[src/rtl/corner_nms_top_k_select_macros.svh]
// assertion macros for the corner suppression and top-k block
// used by the top level; no other dependencies
`ifndef CORNER_NMS_TOP_K_SELECT_MACROS_SVH
`define CORNER_NMS_TOP_K_SELECT_MACROS_SVH
`ifndef SYNTHESIS
// condition that must hold at every edge outside reset
`define CNMS_ASSERT_ALWAYS(label, cond) \
   label: assert property (@(posedge clock) disable iff (reset) (cond)) \
      else $error("corner block check failed");
// trigger one cycle, consequence the next
`define CNMS_ASSERT_NEXT(label, trig, cons) \
   label: assert property (@(posedge clock) disable iff (reset) (trig) |=> (cons)) \
      else $error("corner block sequence check failed");
`else
`define CNMS_ASSERT_ALWAYS(label, cond)
`define CNMS_ASSERT_NEXT(label, trig, cons)
`endif
`endif

[src/rtl/cnms_pkg.sv]
// shared constants and types for the corner suppression and top-k block
// no dependencies
package cnms_pkg;
   localparam int VALUE_W = 32;
   localparam int CSR_ADDR_W = 5;
   localparam int CSR_DATA_W = 32;
   localparam int DEF_MAX_WIDTH = 2048;
   localparam int DEF_MAX_HEIGHT = 2048;
   localparam int DEF_LIST_DEPTH = 64;
   localparam int DEF_RESPONSE_BITS = 32;
   localparam logic [11:0] RST_WIDTH = 12'd640;
   localparam logic [11:0] RST_HEIGHT = 12'd480;
   // register indexes
   localparam logic [2:0] REG_WIDTH = 3'd0;
   localparam logic [2:0] REG_HEIGHT = 3'd1;
   localparam logic [2:0] REG_THRESH = 3'd2;
   localparam logic [2:0] REG_MARGIN = 3'd3;
   localparam logic [2:0] REG_LIMIT = 3'd4;
   // command broadcast along the list chain
   typedef struct packed {
      logic clear;
      logic pop;
      logic insert;
   } cell_cmd_type;
endpackage

[src/rtl/cnms_cell.sv]
// one entry of the sorted corner list
// depends on cnms_pkg
module cnms_cell #(
   parameter int COL_W = 11,
   parameter int ROW_W = 11
) (
   input  logic                                clock,
   input  logic                                reset,
   input  cnms_pkg::cell_cmd_type              cmd,
   input  logic signed [cnms_pkg::VALUE_W-1:0] new_value,
   input  logic [COL_W-1:0]                    new_x,
   input  logic [ROW_W-1:0]                    new_y,
   input  logic                                prev_ge,
   input  logic                                prev_valid,
   input  logic signed [cnms_pkg::VALUE_W-1:0] prev_value,
   input  logic [COL_W-1:0]                    prev_x,
   input  logic [ROW_W-1:0]                    prev_y,
   input  logic                                next_valid,
   input  logic signed [cnms_pkg::VALUE_W-1:0] next_value,
   input  logic [COL_W-1:0]                    next_x,
   input  logic [ROW_W-1:0]                    next_y,
   output logic                                ge,
   output logic                                valid,
   output logic signed [cnms_pkg::VALUE_W-1:0] value,
   output logic [COL_W-1:0]                    x,
   output logic [ROW_W-1:0]                    y
);
   import cnms_pkg::*;

   logic valid_ff;
   logic signed [VALUE_W-1:0] value_ff;
   logic [COL_W-1:0] x_ff;
   logic [ROW_W-1:0] y_ff;

   // kept entry wins ties, so equal values stay in raster order
   assign ge = valid_ff && (value_ff >= new_value);

   always_ff @(posedge clock) begin
      if (reset || cmd.clear) begin
         valid_ff <= 1'b0;
      end else if (cmd.pop) begin
         valid_ff <= next_valid;
      end else if (cmd.insert && !ge) begin
         valid_ff <= prev_ge ? 1'b1 : prev_valid;
      end
   end

   always_ff @(posedge clock) begin
      if (cmd.pop) begin
         value_ff <= next_value;
         x_ff <= next_x;
         y_ff <= next_y;
      end else if (cmd.insert && !ge) begin
         if (prev_ge) begin
            value_ff <= new_value;
            x_ff <= new_x;
            y_ff <= new_y;
         end else begin
            value_ff <= prev_value;
            x_ff <= prev_x;
            y_ff <= prev_y;
         end
      end
   end

   assign valid = valid_ff;
   assign value = value_ff;
   assign x = x_ff;
   assign y = y_ff;
endmodule

[config.mk]
export PLATFORM = sky130hd
export DESIGN_NAME = cnms_cell
export DESIGN_NICKNAME = d
export VERILOG_FILES = /design/src/rtl/corner_nms_top_k_select_macros.svh /design/src/rtl/cnms_pkg.sv /design/src/rtl/cnms_cell.sv
export SDC_FILE = /design/constraint.sdc
export NUM_CORES = 1
export LEC_CHECK = 0
export BUFFER_PORTS_ARGS = -buffer_cell sky130_fd_sc_hd__buf_2
export CAP_MARGIN = 20
export CORE_MARGIN = 5
export CORE_UTILIZATION = 41
export DETAILED_ROUTE_END_ITERATION = 6
export PLACE_DENSITY_LB_ADDON = 0.12
export SLEW_MARGIN = 20
export SYNTH_ARGS = -nofsm -noshare
export SYNTH_HDL_FRONTEND = slang
export SYNTH_SLANG_ARGS = --single-unit
[constraint.sdc]
create_clock -name clock -period 4.25 [get_ports clock]
set_clock_uncertainty 0.15 [all_clocks]
set_input_delay 0.2125 -clock clock [delete_from_list [all_inputs] [get_ports clock]]
set_output_delay 0.2125 -clock clock [all_outputs]
set_load 0.05 [all_outputs]
Yosys cells after proc, flatten, opt, wreduce, memory -nomap -nowiden. Cells that the tools add are included.

Flip-flop bits (word level): 55. Bits in latches: 0. Memory bits (writable): 0. Memory bits (read-only): 0. Input bits: 170. Logic and storage cells: 22. Memories: 0.

Add/subtract/negate cells: 0. $mul: 0. Div/mod/pow operators: 0. Magnitude comparators: 1. Equality and inequality tests: 0. Shift operators: 0. Muxes and demuxes: 12. Bitwise operators: 0. Reduce and logical (&&, ||, !) cells: 5.

Operators by type and width (count): 2-to-1 mux 32 bit (3); 2-to-1 mux 11 bit (6); greater-or-equal comparator 32 bit (1); 2-to-1 mux 1 bit (3); logical AND 1 bit (2); nonzero test 2 bit (1); logical NOT 1 bit (1); logical OR 1 bit (1).

Longest topological paths before layout.
Word-level depth: 6. Depth in mapped cells: 8. Mapped depth without buffers: 8.

Worst setup path after synthesis. OpenSTA, ideal clock, no wires.

Path type: reg2reg. From: register value_ff[17] (netlist: value[17]). To: register value_ff[0] (netlist: value[0]) (enable). Library setup time: 0.410 ns. Arrival: 3.261 ns. Setup slack: 0.429 ns. Stages on the path, launching flop included: 8. Period minus slack after synthesis: 3.821 ns. Cell sequence: edfxtp_1 -> ha_1 -> a21o_1 -> a221o_1 -> a211oi_2 -> o21ai_2 -> o41ai_2 -> a21o_1.

Word-level cells in the longest chain between the ends: 5.

Ends and longest elaborated chain: start, declared (RTL line cnms_cell.sv:31) `logic signed [VALUE_W-1:0] value_ff;`; start signal, assigned (RTL line cnms_cell.sv:50) `value_ff <= next_value;`; start signal, assigned (RTL line cnms_cell.sv:55) `value_ff <= new_value;`; start signal, assigned (RTL line cnms_cell.sv:59) `value_ff <= prev_value;`; greater-or-equal comparator 32 bit (RTL line cnms_cell.sv:36) `assign ge = valid_ff && (value_ff >= new_value);`; logical AND 1 bit (RTL line cnms_cell.sv:36); logical NOT 1 bit (RTL line cnms_cell.sv:53) `end else if (cmd.insert && !ge) begin`; logical AND 1 bit (RTL line cnms_cell.sv:53); nonzero test 2 bit (no line).

No other way between the ends. A chain may end at the register's enable or synchronous reset.

Final worst setup path.
From: register value_ff[19] (netlist: value[19]). To: register value_ff[5] (netlist: value[5]) (enable).

The elaborated chain is that of the path after synthesis.

==> out/qor.yml <==
route:
  wl_mm: 10.2
  drt-met1-wl_mm: 3.81
  dr_wl_met2_mm: 5.40
  vias_per_cell: 4.89
  ant_nets: 0
  first_pass_iters: 4
  drtIter0Drc: 78
  detail_route.wl_per_cell_um: 14.8
  wl_met3_um: 905
  vias: 3359
  drc_errors: 0
  top_layer: "met4"
layout:
  multi_input_area_um2: 1780
  ff_latch_area_um2: 1640
  syn2layout_area_growth_pct: 36.3
  antenna_cells: 0
  nets: 780
  drive_gt1_share_pct: 42.0
  finish.utilization_pct: 57.2
  num-fill-cells: 806
clocking:
  cts_resized: 0
  ctsRootBufferMaster: "clkbuf_8"
  cts_made_buffers: 5
  cts.sinks: 55
  clk_pin_slew_ps: 100
  postCtsSetupBuffers: 0
  cts_tree: "built"
  hold_buffers: 2
  clock_latency_ps: 300
  clk_path_buf_depth: 2
  htree_levels: 2
worst_setup_path:
  worstPathArrival_ps: 2970
  required_ps: 4040
  crit_path_max_incr_delay_ps: 530
  critPathBufInv: 1
  reg2regPathDepth: 8
  crit_chain: "ha_1, and2_2, a221o_1, a211oi_2, o21ai_2, o41ai_2, a21o_2, buf_4"
  start_kind: "register"
  cp_top_family: "compound AO/OA/AOI/OAI gates"
  crit_path_top_delay_cell: "buf_4"
  critical_path_depth: 8
  critPathKind: "register to register"
  critPathCaptureType: "register"
  cp_max_fo: 54
sta:
  fin_crit_sh_pct: 74.7
  fmaxAchievable_mhz: 315
  rsz0062_at_grt: "false"
  finalSetupTns_ps: 0
  hold_viol: 0
  drv_slew: 0
  setup_violations: 0
  slew_headroom_pct: 39.7
  tightestPinTransition_ps: 905
  finalCriticalPeriod_ps: 3170
worst_hold_path:
  holdPathStages: 3
  hp-class: "primary input to register"
floorplanning:
  core_area_um2: 8680
  fp.dieH_um: 104
  die_area_um2: 10900
  io_pins: 226
  start_util_pct: 41.9
  rows: 34
  die_w_um: 104
synth:
  syn_area_um2: 3640
  synth_top_area_share_pct: 44.6
  ys_seq_area_share_pct: 45.1
  yosys.area.top_type: "edfxtp_1"
  synth_area_leaders: "edfxtp_1 (45%), mux2i_1 (15%), ha_1 (11%)"
  yosys_register_bits: 55
  ys_warn_count: 0
  synth_area_per_cell_um2: 10.1
  synth.distinct_cells: 32
  synth_fp_nets: 562
  syn_inst: 360
power:
  power.density_nw_per_um2: 316
  ir_drop_mv: 0.135
  p_leak_nw: 2.59
placement:
  port_buffers: 225
  hpwl_mm: 8.32
  place_congestion: 0.817
grt:
  grt.total_usage_pct: 18.0
  grt-ovfl-total: 0
  antenna_found_initial: 0
  grt_pass1_wl_mm: 16.2
  grt_max_degree: 112
  first_global_vias: 3421
run:
  drv_cap: 0
outcome:
  status: "completed"
[worst min-delay path: cells and delay by family]
kind / cells / cell delay [ps]
AO/OA/AOI/OAI: 1 / 50
AND/OR/NAND/NOR: 1 / 40
buffers and inverters: 1 / 70
[flip-flops by register name, summed over array words and instances, names as in the netlist]
| name | cells |
|---|---|
| x | 11 |
| valid | 1 |
| y | 11 |
| value | 32 |
[metal layers]
layer | vias up | track usage [%]
met4 | 0 | 3.15
met3 | 6 | 6.02
li1 | 1731 | -
met1 | 1496 | 19.9
met2 | 126 | 33.6
met5 | - | 0
[cell usage after synthesis, drive strengths merged]
library cell	n
ha	32
a31oi	1
inv	35
o211ai	1
dfxtp	1
a221o	1
nand2b	1
a211oi	3
a21o	2
nand4	7
nor4	3
o32ai	1
edfxtp	54
clkbuf	12
o41ai	1
o21a	1
nor4b	1
nor2	4
nand2	61
nor2b	1
a21oi	14
and2	1
buf	6
a2111o	1
mux2i	54
o21ai	61
[cell usage in the layout (no fill, tap or decap), types with 2 or more instances in the layout]
cell,count
ha_1,32
buf_4,3
clkbuf_8,5
inv_1,35
buf_2,224
nor2_1,4
o21ai_1,6
a21oi_1,14
mux2i_1,54
a211oi_1,2
dlygate4sd3_1,2
nand4_1,6
o21ai_0,54
nor4_1,2
edfxtp_1,54
nand2_1,61
[area by class of cell]
type	count	share of cell area, %
Inverter	35	2.65
Clock inverter	3	0.782
Tap cell	108	2.72
Clock buffer	5	1.39
Timing Repair Buffer	229	23.4
Sequential cell	55	33.1
Multi-Input combinational cell	252	35.9
[final timing paths]
path | startpoint | endpoint | slack, ps
worst max-delay path | value[19] | value[5] | 1080
worst max register to register | value[19] | value[5] | 1080
worst min register to register | valid | valid | 1080
worst min-delay path | next_value[24] | value[24] | 30
[through the flow]
step                cells  power, mW  area (um^2)  setup slack (ps)  hold WS [ps]
finish                687       1.57         4960              1080          31.4
floorplan             360       1.06         3640               429           178
detailed placement    677       1.24         4830              1090           290
global route          687       1.66         4960               883          31.8
global placement      677       1.23         4830              1170           281
CTS                   687       1.58         4960              1060          25.8
[kinds of logic (layout without fill, tap and decap cells)]
family / Yosys count / count (layout) / share of synthesized area (%)
simple gates: 79 / 79 / 9.63
flops: 55 / 55 / 45.1
mux: 54 / 54 / 14.9
compound gates: 87 / 87 / 13.5
buf+inv: 53 / 272 / 5.95
fa+ha+maj: 32 / 32 / 11.0
[power breakdown]
group | switching (mW) | leakage [nW] | internal, mW
sequential | 0.0218 | 0.567 | 0.663
combinational | 0.363 | 1.97 | 0.178
clock | 0.168 | 0.0556 | 0.173
Power figures use the tool's default switching activity.
